`src/design/assert_macros.svh`:
```
// Assertion macros shared by the hash unit modules.
`ifndef ASSERT_MACROS_SVH
`define ASSERT_MACROS_SVH

// prop must hold at every clock edge outside reset
`define ASSERT_HOLDS(label, prop, msg) \
   label: assert property (@(posedge clock) disable iff (reset) prop) \
      else $error(msg);

// cond must never be true outside reset
`define ASSERT_NEVER(label, cond, msg) \
   label: assert property (@(posedge clock) disable iff (reset) !(cond)) \
      else $error(msg);

`endif

```
`src/design/mh2_pkg.sv`:
```
// Types and constants shared by the MurmurHash2 unit.
`timescale 1ns / 1ps

package mh2_pkg;

   localparam logic [31:0] MIX_MUL     = 32'h5bd1e995;
   localparam int unsigned MIX_SHIFT   = 24;
   localparam int unsigned FIN_SHIFT_A = 13;
   localparam int unsigned FIN_SHIFT_B = 15;
   localparam logic [31:0] SEED_RESET  = 32'h726f7373;

   localparam int unsigned CSR_ADDR_W   = 3;
   localparam logic        REG_SEED_IDX = 1'b0;

   typedef enum logic [1:0] {
      KIND_NONE,
      KIND_TAIL,
      KIND_FULL
   } kind_type;

   // One classified request as it sits in the queue.
   typedef struct packed {
      kind_type    kind;
      logic [31:0] data;   // word, tail already masked
      logic        start;  // first request of a message
      logic [31:0] init;   // seed ^ total length, used when start
      logic        last;
   } op_type;

endpackage

```
`src/design/mh2_front.sv`:
```
// Front end: accepts requests, tracks message boundaries, classifies words.
`timescale 1ns / 1ps

module mh2_front (
   input  logic                clock,
   input  logic                reset,
   input  logic [31:0]         seed,
   input  logic                req_valid,
   output logic                req_stall,
   input  logic [31:0]         req_word,
   input  logic [2:0]          req_byte_count,
   input  logic [30:0]         req_total_len,
   input  logic                req_last,
   input  logic                queue_full,
   output logic                push,
   output mh2_pkg::op_type     push_op
);
   import mh2_pkg::*;

   logic in_message_ff;
   logic in_message_in;

   assign req_stall = queue_full;
   assign push      = req_valid && !queue_full;

   always_comb begin
      push_op.start = !in_message_ff;
      push_op.init  = seed ^ {1'b0, req_total_len};
      push_op.last  = req_last;
      case (req_byte_count) inside
         3'd0: begin
            push_op.kind = KIND_NONE;
            push_op.data = '0;
         end
         3'd1: begin
            push_op.kind = KIND_TAIL;
            push_op.data = {24'd0, req_word[7:0]};
         end
         3'd2: begin
            push_op.kind = KIND_TAIL;
            push_op.data = {16'd0, req_word[15:0]};
         end
         3'd3: begin
            push_op.kind = KIND_TAIL;
            push_op.data = {8'd0, req_word[23:0]};
         end
         default: begin
            // four or more counts as a full word
            push_op.kind = KIND_FULL;
            push_op.data = req_word;
         end
      endcase
   end

   always_comb begin
      in_message_in = in_message_ff;
      if (push) begin
         in_message_in = !req_last;
      end
   end

   always_ff @(posedge clock) begin
      if (reset) begin
         in_message_ff <= 1'b0;
      end else begin
         in_message_ff <= in_message_in;
      end
   end

endmodule

```
`src/design/mh2_queue.sv`:
```
// Short request queue between front and back end.
`timescale 1ns / 1ps
`include "assert_macros.svh"

module mh2_queue #(
   parameter int DEPTH = 2
) (
   input  logic            clock,
   input  logic            reset,
   input  logic            push,
   input  mh2_pkg::op_type push_op,
   output logic            full,
   input  logic            pop,
   output logic            op_valid,
   output mh2_pkg::op_type op
);
   import mh2_pkg::*;

   localparam int PTR_W = (DEPTH > 1) ? $clog2(DEPTH) : 1;
   localparam int CNT_W = $clog2(DEPTH + 1);

   op_type            mem_ff [DEPTH];
   logic [PTR_W-1:0]  wr_ptr_ff, wr_ptr_in;
   logic [PTR_W-1:0]  rd_ptr_ff, rd_ptr_in;
   logic [CNT_W-1:0]  count_ff, count_in;

   assign full     = (count_ff == CNT_W'(DEPTH));
   assign op_valid = (count_ff != '0);
   assign op       = mem_ff[rd_ptr_ff];

   always_comb begin
      wr_ptr_in = wr_ptr_ff;
      rd_ptr_in = rd_ptr_ff;
      if (push) begin
         wr_ptr_in = (wr_ptr_ff == PTR_W'(DEPTH - 1)) ? '0 : wr_ptr_ff + 1'b1;
      end
      if (pop) begin
         rd_ptr_in = (rd_ptr_ff == PTR_W'(DEPTH - 1)) ? '0 : rd_ptr_ff + 1'b1;
      end
      count_in = count_ff + CNT_W'(push) - CNT_W'(pop);
   end

   always_ff @(posedge clock) begin
      if (reset) begin
         wr_ptr_ff <= '0;
         rd_ptr_ff <= '0;
         count_ff  <= '0;
      end else begin
         wr_ptr_ff <= wr_ptr_in;
         rd_ptr_ff <= rd_ptr_in;
         count_ff  <= count_in;
      end
   end

   always_ff @(posedge clock) begin
      if (push) begin
         mem_ff[wr_ptr_ff] <= push_op;
      end
   end

   `ASSERT_HOLDS(a_count_bound, count_ff <= CNT_W'(DEPTH), "queue count beyond depth")
   `ASSERT_NEVER(a_pop_empty, pop && (count_ff == '0), "pop from empty queue")
   `ASSERT_HOLDS(a_count_up, (push && !pop) |=> count_ff == $past(count_ff) + 1'b1, "count lost a push")

endmodule

```
`src/design/mh2_back.sv`:
```
// Back end: mixes queued words into the running hash and finishes messages.
`timescale 1ns / 1ps
`include "assert_macros.svh"

module mh2_back (
   input  logic            clock,
   input  logic            reset,
   input  logic            op_valid,
   input  mh2_pkg::op_type op,
   output logic            pop,
   output logic            rsp_valid,
   input  logic            rsp_stall,
   output logic [31:0]     rsp_hash
);
   import mh2_pkg::*;

   typedef enum logic [1:0] {
      S_IDLE,
      S_MIX,
      S_FIN,
      S_OUT
   } state_type;

   state_type   state_ff, state_in;
   logic [31:0] h_ff, h_in;
   logic [31:0] k_ff, k_in;     // key after first multiply
   logic [31:0] hm_ff, hm_in;   // hash times MIX_MUL
   logic [31:0] f_ff, f_in;     // finish after its multiply
   logic        last_ff, last_in;
   logic        rsp_valid_ff, rsp_valid_in;
   logic [31:0] rsp_hash_ff, rsp_hash_in;
   logic [31:0] base;
   logic [31:0] kx;

   assign rsp_valid = rsp_valid_ff;
   assign rsp_hash  = rsp_hash_ff;

   always_comb begin
      state_in     = state_ff;
      h_in         = h_ff;
      k_in         = k_ff;
      hm_in        = hm_ff;
      f_in         = f_ff;
      last_in      = last_ff;
      rsp_valid_in = rsp_valid_ff && rsp_stall;
      rsp_hash_in  = rsp_hash_ff;
      pop          = 1'b0;
      base         = op.start ? op.init : h_ff;
      kx           = k_ff ^ (k_ff >> MIX_SHIFT);
      case (state_ff)
         S_IDLE: begin
            if (op_valid) begin
               pop     = 1'b1;
               last_in = op.last;
               case (op.kind)
                  KIND_FULL: begin
                     k_in     = op.data * MIX_MUL;
                     hm_in    = base * MIX_MUL;
                     state_in = S_MIX;
                  end
                  KIND_TAIL: begin
                     h_in     = (base ^ op.data) * MIX_MUL;
                     state_in = op.last ? S_FIN : S_IDLE;
                  end
                  default: begin
                     h_in     = base;
                     state_in = op.last ? S_FIN : S_IDLE;
                  end
               endcase
            end
         end
         S_MIX: begin
            h_in     = hm_ff ^ (kx * MIX_MUL);
            state_in = last_ff ? S_FIN : S_IDLE;
         end
         S_FIN: begin
            f_in     = (h_ff ^ (h_ff >> FIN_SHIFT_A)) * MIX_MUL;
            state_in = S_OUT;
         end
         S_OUT: begin
            if (!rsp_valid_ff || !rsp_stall) begin
               rsp_valid_in = 1'b1;
               rsp_hash_in  = f_ff ^ (f_ff >> FIN_SHIFT_B);
               state_in     = S_IDLE;
            end
         end
         default: begin
            state_in = S_IDLE;
         end
      endcase
   end

   always_ff @(posedge clock) begin
      if (reset) begin
         state_ff     <= S_IDLE;
         rsp_valid_ff <= 1'b0;
      end else begin
         state_ff     <= state_in;
         rsp_valid_ff <= rsp_valid_in;
      end
      h_ff        <= h_in;
      k_ff        <= k_in;
      hm_ff       <= hm_in;
      f_ff        <= f_in;
      last_ff     <= last_in;
      rsp_hash_ff <= rsp_hash_in;
   end

   `ASSERT_HOLDS(a_mix_from_idle, (state_ff == S_MIX) |-> ($past(state_ff) == S_IDLE), "mix step not entered from idle")
   `ASSERT_HOLDS(a_fin_entry, (state_ff == S_FIN) |-> ($past(state_ff) == S_IDLE || $past(state_ff) == S_MIX), "finish entered out of order")
   `ASSERT_HOLDS(a_rsp_source, $rose(rsp_valid_ff) |-> ($past(state_ff) == S_OUT), "result raised outside output step")

endmodule

```
`src/design/murmur2_hash32_unit.sv`:
```
// Top level of the streaming 32-bit MurmurHash2 unit.
`timescale 1ns / 1ps

// Streaming MurmurHash2 (32-bit). Each request carries up to four message
// bytes, little-endian; the first request of a message also carries the total
// length, which starts the hash as seed ^ length. A request with fewer than
// four bytes adds its tail bytes; zero bytes adds nothing. The request with
// last set produces exactly one response holding the finished hash.
// The front end classifies each request in the cycle it arrives and parks it
// in a QUEUE_DEPTH-entry queue; req_stall rises only when that queue is full.
// The back end drains the queue: a full word gets a mix step (the key's
// two multiplies run in sequence, the hash multiply alongside the first);
// a tail or empty request folds in when popped; the last request adds the
// finish multiply and then the output register load. Nothing pops in a
// mix step, so mixing paces long messages. The response sits in an output
// register, so the back end keeps working while a result waits only until
// the next result is ready. The seed register lives at byte address 0 of
// the APB-style port, resets to 0x726f7373, and is picked up when the
// first request of a message is accepted.

module murmur2_hash32_unit #(
   parameter int QUEUE_DEPTH = 2
) (
   input  logic                            clock,
   input  logic                            reset,
   // request channel
   input  logic                            req_valid,
   output logic                            req_stall,
   input  logic [31:0]                     req_word,
   input  logic [2:0]                      req_byte_count,
   input  logic [30:0]                     req_total_len,
   input  logic                            req_last,
   // response channel
   output logic                            rsp_valid,
   input  logic                            rsp_stall,
   output logic [31:0]                     rsp_hash,
   // register port
   input  logic                            psel,
   input  logic                            penable,
   input  logic                            pwrite,
   input  logic [mh2_pkg::CSR_ADDR_W-1:0]  paddr,
   input  logic [31:0]                     pwdata,
   output logic [31:0]                     prdata,
   output logic                            pready
);
   import mh2_pkg::*;

   logic [31:0] seed_ff, seed_in;
   logic        queue_full;
   logic        push;
   op_type      push_op;
   logic        pop;
   logic        op_valid;
   op_type      op;

   // --- register port: single seed register, no wait states
   assign pready = 1'b1;
   assign prdata = (paddr[2] == REG_SEED_IDX) ? seed_ff : '0;

   always_comb begin
      seed_in = seed_ff;
      if (psel && penable && pwrite && (paddr[2] == REG_SEED_IDX)) begin
         seed_in = pwdata;
      end
   end

   always_ff @(posedge clock) begin
      if (reset) begin
         seed_ff <= SEED_RESET;
      end else begin
         seed_ff <= seed_in;
      end
   end

   // --- front end: accept and classify
   mh2_front u_front (
      .clock          (clock),
      .reset          (reset),
      .seed           (seed_ff),
      .req_valid      (req_valid),
      .req_stall      (req_stall),
      .req_word       (req_word),
      .req_byte_count (req_byte_count),
      .req_total_len  (req_total_len),
      .req_last       (req_last),
      .queue_full     (queue_full),
      .push           (push),
      .push_op        (push_op)
   );

   // --- decoupling queue
   mh2_queue #(
      .DEPTH (QUEUE_DEPTH)
   ) u_queue (
      .clock    (clock),
      .reset    (reset),
      .push     (push),
      .push_op  (push_op),
      .full     (queue_full),
      .pop      (pop),
      .op_valid (op_valid),
      .op       (op)
   );

   // --- back end: mix, fold, finish
   mh2_back u_back (
      .clock     (clock),
      .reset     (reset),
      .op_valid  (op_valid),
      .op        (op),
      .pop       (pop),
      .rsp_valid (rsp_valid),
      .rsp_stall (rsp_stall),
      .rsp_hash  (rsp_hash)
   );

endmodule
```
`config.mk`:
```
export PLATFORM = sky130hd
export DESIGN_NAME = murmur2_hash32_unit
export DESIGN_NICKNAME = d
export VERILOG_FILES = /design/src/design/mh2_pkg.sv /design/src/design/mh2_front.sv /design/src/design/mh2_queue.sv /design/src/design/mh2_back.sv /design/src/design/murmur2_hash32_unit.sv
export VERILOG_INCLUDE_DIRS = /design/src /design/src/design
export SDC_FILE = /design/constraint.sdc
export NUM_CORES = 2
export LEC_CHECK = 0
export BUFFER_PORTS_ARGS = -buffer_cell sky130_fd_sc_hd__buf_2
export CORE_AREA = 5 5 427 429
export CTS_BUF_LIST = sky130_fd_sc_hd__clkbuf_8
export CTS_CLUSTER_DIAMETER = 60
export DETAILED_ROUTE_END_ITERATION = 16
export DIE_AREA = 0 0 432 434
export PLACE_DENSITY_LB_ADDON = 0.15
export RECOVER_POWER = 100
export SETUP_SLACK_MARGIN = 0.4
export SYNTH_ARGS = -nofsm -noshare
export SYNTH_HDL_FRONTEND = slang
export SYNTH_HIERARCHICAL = 1
export SYNTH_SLANG_ARGS = --single-unit
```
`constraint.sdc`:
```
create_clock -name clock -period 8.7 [get_ports clock]
set_input_delay 2.61 -clock clock [delete_from_list [all_inputs] [get_ports clock]]
set_output_delay 2.61 -clock clock [all_outputs]
set_load 0.1 [all_outputs]
```
## After elaboration in Yosys (flattened, before gate mapping)

Memories as Yosys holds them, arrays and structs flattened. A register that Yosys moved wholly into a read port is not among the register bits.
Index checks and enable logic that the tools add are counted.

- Eq/ne operators: 12
- Bitwise operators: 7
- Multipliers: 5
- Mux-type cells: 25
- Add/subtract/negate cells: 4
- Reduce and logical (&&, ||, !) cells: 20

Operators by type and width:

| kind | number |
|---|---|
| multiplier 32 x 31 -> 32 bit, second input constant | 5 |
| 2-to-1 mux 34 bit | 4 |
| one-hot mux 32 bit (2 select lines) | 2 |
| 2-to-1 mux 32 bit | 3 |
| XOR 32 bit | 2 |
| XOR 32 x 17 -> 32 bit | 1 |
| XOR 32 x 19 -> 32 bit | 1 |
| XOR 32 x 31 -> 32 bit | 1 |
| XOR 32 x 8 -> 32 bit | 1 |
| 2-to-1 mux 1 bit | 10 |
| 2-to-1 mux 2 bit | 5 |
| equality test 2 bit, second input constant | 4 |
| one-hot mux 2 bit (4 select lines) | 1 |
| equality test 3 x 2 -> 1 bit, second input constant | 2 |
| AND reduction 2 bit | 3 |
| AND reduction 3 bit | 2 |
| logical AND 1 bit | 5 |
| logical NOT 1 bit | 5 |
| equality test 2 x 1 -> 1 bit, second input constant | 2 |
| != test 2 bit, second input constant | 2 |
| nonzero test 2 bit | 2 |
| equality test 3 x 1 -> 1 bit, second input constant | 1 |
| logical NOT 3 bit | 1 |
| adder 1 bit, second input constant | 2 |
| other kinds (6) | 6 |

- Output and inout bits: 67
- Input bits: 109
- Memory bits (writable): 136
- Word-level logic and storage cells: 87
- Memories: 1
- Register bits: 201

Memory list:

| name | depth | width | rd ports | clocked after Yosys merged registers in | write ports | RTL line | source |
|---|---|---|---|---|---|---|---|
| u_queue.mem_ff | 2 | 68 | 1 | 1 | 1 | mh2_queue.sv:22 | `op_type mem_ff [DEPTH];` |

## Logic depth before layout (Yosys ltp)

- Depth after elaboration: 6
- Depth in mapped cells: 34
- Depth with buffers taken out: 29

## Modules after synthesis

Netlist, hierarchy kept.

Modules (own cells, without submodules):

| module | area each (µm²) | cells each | instances | sequential area each (µm²) |
|---|---|---|---|---|
| mh2_back | 50,920.1 | 5,048 | 1 | 4,894.7 |
| mh2_queue | 5,216.3 | 233 | 1 | 4,184.0 |
| murmur2_hash32_unit | 1,597.8 | 177 | 1 | 640.6 |
| mh2_front | 599.3 | 78 | 1 | 20.0 |

## Worst setup path before layout

OpenSTA, ideal clock, no wires.

- Path kind: reg2reg
- Start point: register with a tool-made name
- End point: register u_back.h_ff[31], data pin
- Period minus slack after synthesis: 8.490 ns
- Buffers on the path: 6
- Setup time: 0.264 ns
- Required time: 8.436 ns
- Slack: 0.210 ns
- Arrival time: 8.226 ns
- Cell stages (with the launch flop): 32
- Cells stage by stage: dfxtp_1 > buf_6 > buf_2 > mux2_2 > buf_6 > buf_12 > buf_2 > buf_1 > mux2i_1 > xnor2_1 > ha_1 > ha_1 > inv_1 > fa_1 > fa_1 > fa_1 > inv_1 > fa_1 > fa_1 > inv_1 > fa_1 > inv_1 > ha_1 > a21o_1 > a21o_1 > and2_1 > a31oi_1 > nand3_1 > a211oi_1 > xnor2_1 > a211oi_2 > nor3_2

RTL lines:

| element | RTL line | source |
|---|---|---|
| end signal: assignment | mh2_back.sv:101 | `h_ff <= h_in;` |
| end: declaration | mh2_back.sv:25 | `logic [31:0] h_ff, h_in;` |

==> out/results.tsv <==
metric	value	unit
Cells after Synth	5536	
maximum clock path buffer count	3	
Reg2Reg Setup Slack	450	ps
CTS Buf Count	68	
initial antenna violation count	3	
Worst slew margin	-235.2	%
Nets	7985	
most frequent CP cell	fa_1	
max_cap viols	10	
P&R area growth vs syn	11.32	%
worst-skew pair later-pin latency	760	ps
CP required	9190	ps
syn_nets	7598	
asr flop ratio synth	0	%
Synth area leaders	fa_1 30%, ha_1 23%, edfxtp_1 15%, inv_1 11%, xnor2_1 4.9%	
wire per inst	20.23	um
capturing point of the worst reg2reg path	u_back/h_ff[31]$_DFFE_PP_	
Antenna Nets Post-Route	0	
Top Family by Delay on Critical Path	adder cells	
EDFF count, synth	297	
warnings from Yosys	6	
status	complete, but fails checks	
drt total wl	168600	um
synthesized cell area	58330	um^2
WS Path Type	reg -> reg	
synthesized flop and latch total	338	
CTS H-tree lvls	3	
full die area	187500	um^2
global-route wire length before repair	257200	um
layout cell share with drive strength beyond 1	8.618	%
slowest cell on the critical path	fa_1	
Min Clock Period, post-route	8253	ps
Critical Path Max Stage Delay	590	ps
DRT iter0 DRCs	1835	
critical path depth	25	
largest net degree at the start of global routing	75	
row count	155	
DP HPWL	144700	um
clk sink count	338	
chip height	434	um
Placer Congestion	0.8838	
first-pass iteration count of the detailed router	6	
crit path capture type	flip-flop	
IO buf count	172	
Reg2Reg Depth	25	
Syn Area/Cell	10.54	um^2
setup_tns	0	ps
hold_buf cts	0	
crit share post-route	94.86	%
max-slew violation count	459	
clk_skew	54.90	ps
Main synth FF type	edfxtp_1	
sequential-to-total area share from yosys stat	16.70	%
WP data arrival	8750	ps
Die Wd	432	um
area of the core	177800	um^2
via count	37520	
CTS tree	built	
Buf+Inv Stages, Crit Path	7	
fmax	121.2	MHz
Starting Density	32.80	%
IO Pins	176	
Setup violations, final	0	
Synth area leader	fa_1	
failing checks	capacitance limit, slew limit	
Min Hold Slack	472.5	ps
gr usage total	18.49	%
crit path max fanout	14	
Fin. Hold Viols	0	
number of global-route vias before repair	41110	
via density per instance	4.501	
GRT overflow	0	
clock slew at reported path FFs	60	ps
unrepaired setup endpoints after global routing	true	
DRC violations left	0	
Synth top area share	30.44	%
Root Buffer Master	clkbuf_8	
Worst setup SP type	flip-flop	
Setup crit end	u_back/h_ff[31]$_DFFE_PP_	
Synth cell types	81	
Worst-Margin Slew	5025	ps
most common cell after layout, fill and taps aside	inv_1	
commonest cells after routing, fill and taps aside	1,732 x inv_1, 1,064 x ha_1, 887 x fa_1	
Hold Path Class	reg -> reg	
## worst reg2reg max path, cell delays in order, from the launching register on
cell and delay, ps:
dfxtp_4 430, buf_12 190, mux2_2 400, mux2i_1 270, clkbuf_1 440, xnor2_1 220, buf_4 230, maj3_1 410
fa_1 560, inv_1 60, fa_1 540, inv_1 60, fa_1 480, fa_1 520, fa_1 430, fa_1 590
inv_1 80, fa_1 480, inv_1 40, ha_1 330, a21oi_1 250, nor2b_1 80, a211oi_2 270, xnor2_2 140
a211oi_4 380, nor3_2 90
## synth_stat cells, types with 9 or more instances
library cell / number
ha_1: 1066
nor2b_1: 77
xor2_1: 132
mux2i_1: 60
nor3_1: 21
nand3_1: 30
nand4_1: 10
dfxtp_1: 41
mux2_4: 20
edfxtp_1: 297
nor2_1: 139
clkbuf_1: 30
nand2_1: 72
or2_2: 16
nand2b_1: 41
a211oi_1: 29
fa_1: 887
inv_1: 1719
o21a_1: 25
a31oi_1: 9
o21ai_0: 58
a21oi_1: 132
and2_1: 33
o21bai_1: 19
and3_1: 11
xnor2_1: 327
a21o_1: 39
o211ai_1: 14
mux2_2: 48
## worst min-delay path by stage
stage / cells after the start / slack, ps / startpoint / endpoint
6_report: 0 / 470 / u_back/f_ff[28]$_DFFE_PP_ / u_back/rsp_hash[28]$_DFFE_PP_
5_1_grt: 0 / 490 / u_back/f_ff[28]$_DFFE_PP_ / u_back/rsp_hash[28]$_DFFE_PP_
4_1_cts: 0 / 480 / u_back/f_ff[28]$_DFFE_PP_ / u_back/rsp_hash[28]$_DFFE_PP_
3_5_place_dp: 0 / 460 / u_back/f_ff[31]$_DFFE_PP_ / u_back/rsp_hash[31]$_DFFE_PP_
3_3_place_gp: 0 / 450 / u_back/f_ff[26]$_DFFE_PP_ / u_back/rsp_hash[26]$_DFFE_PP_
2_1_floorplan: 0 / 450 / u_back/f_ff[31]$_DFFE_PP_ / u_back/rsp_hash[31]$_DFFE_PP_
## registers in the layout, indices dropped and copies added (netlist names), named ones only
name	cells
u_queue/wr_ptr_ff	1
u_back/hm_ff	32
seed_ff	32
u_back/rsp_valid	1
u_back/k_ff	32
u_back/rsp_hash	32
u_back/h_ff	32
u_queue/mem_ff	136
u_queue/count_ff	2
u_back/state_ff	2
u_back/f_ff	32
u_front/in_message_ff	1
u_queue/rd_ptr_ff	1
u_back/last_ff	1
## what timing repair did
action	in CTS	in global routing
endpoints found under the hold margin	0	0
setup buffers	0	20
pin swaps	1	9
gates resized for setup	8	53
cloned	0	1
setup endpoints to repair	8	11
## cell type report
| type | instances | area [um^2] |
|---|---|---|
| fill | 18070 | 112900 |
| multi-input combinational | 3423 | 42060 |
| sequential | 338 | 9743 |
| inverter | 1720 | 6460 |
| tap | 2355 | 2947 |
| timing repair buffer | 372 | 2273 |
| clock buffer | 70 | 963.4 |
| clock inverter | 53 | 474.2 |
| antenna | 5 | 12.51 |
## kinds of logic after synthesis
logic type	after synthesis	synth area share, %
muxes	134	2.643
AOI/OAI and AO/OA	388	4.294
DFF	338	16.70
adders and majority gates	1959	53.41
xor gates and xnor gates	465	7.091
and+or+nand+nor	476	4.187
other	1	0.006429
buffers and inverters	1775	11.67
## metrics by stage
step                      setup WS, ps  cells  util (%)  cell area (um^2)
after floorplan                  427.9   5536         -             58340
final                            447.3   8336     36.51             64940
after detailed placement         104.7   8187     35.56             63240
after global routing             172.8   8335     36.51             64930
after CTS                        425.2   8310     36.40             64730
after global placement           108.3   8187     35.56             63240
## routing by layer
metal  share of wire (%)  vias to the layer above  routed length [um]  track usage (%)
li1                    -                    17920                   -                -
met1                  46                    18690               78130            25.37
met2                  46                      719               77470            30.32
met3                 4.7                      195                7850            2.975
met4                 3.1                        0                5188            5.088
met5                   0                        -                   0                0
Power is left out: the tool's default activity adds up to more than one toggle a clock period on the data nets, which glitch-free logic cannot reach.
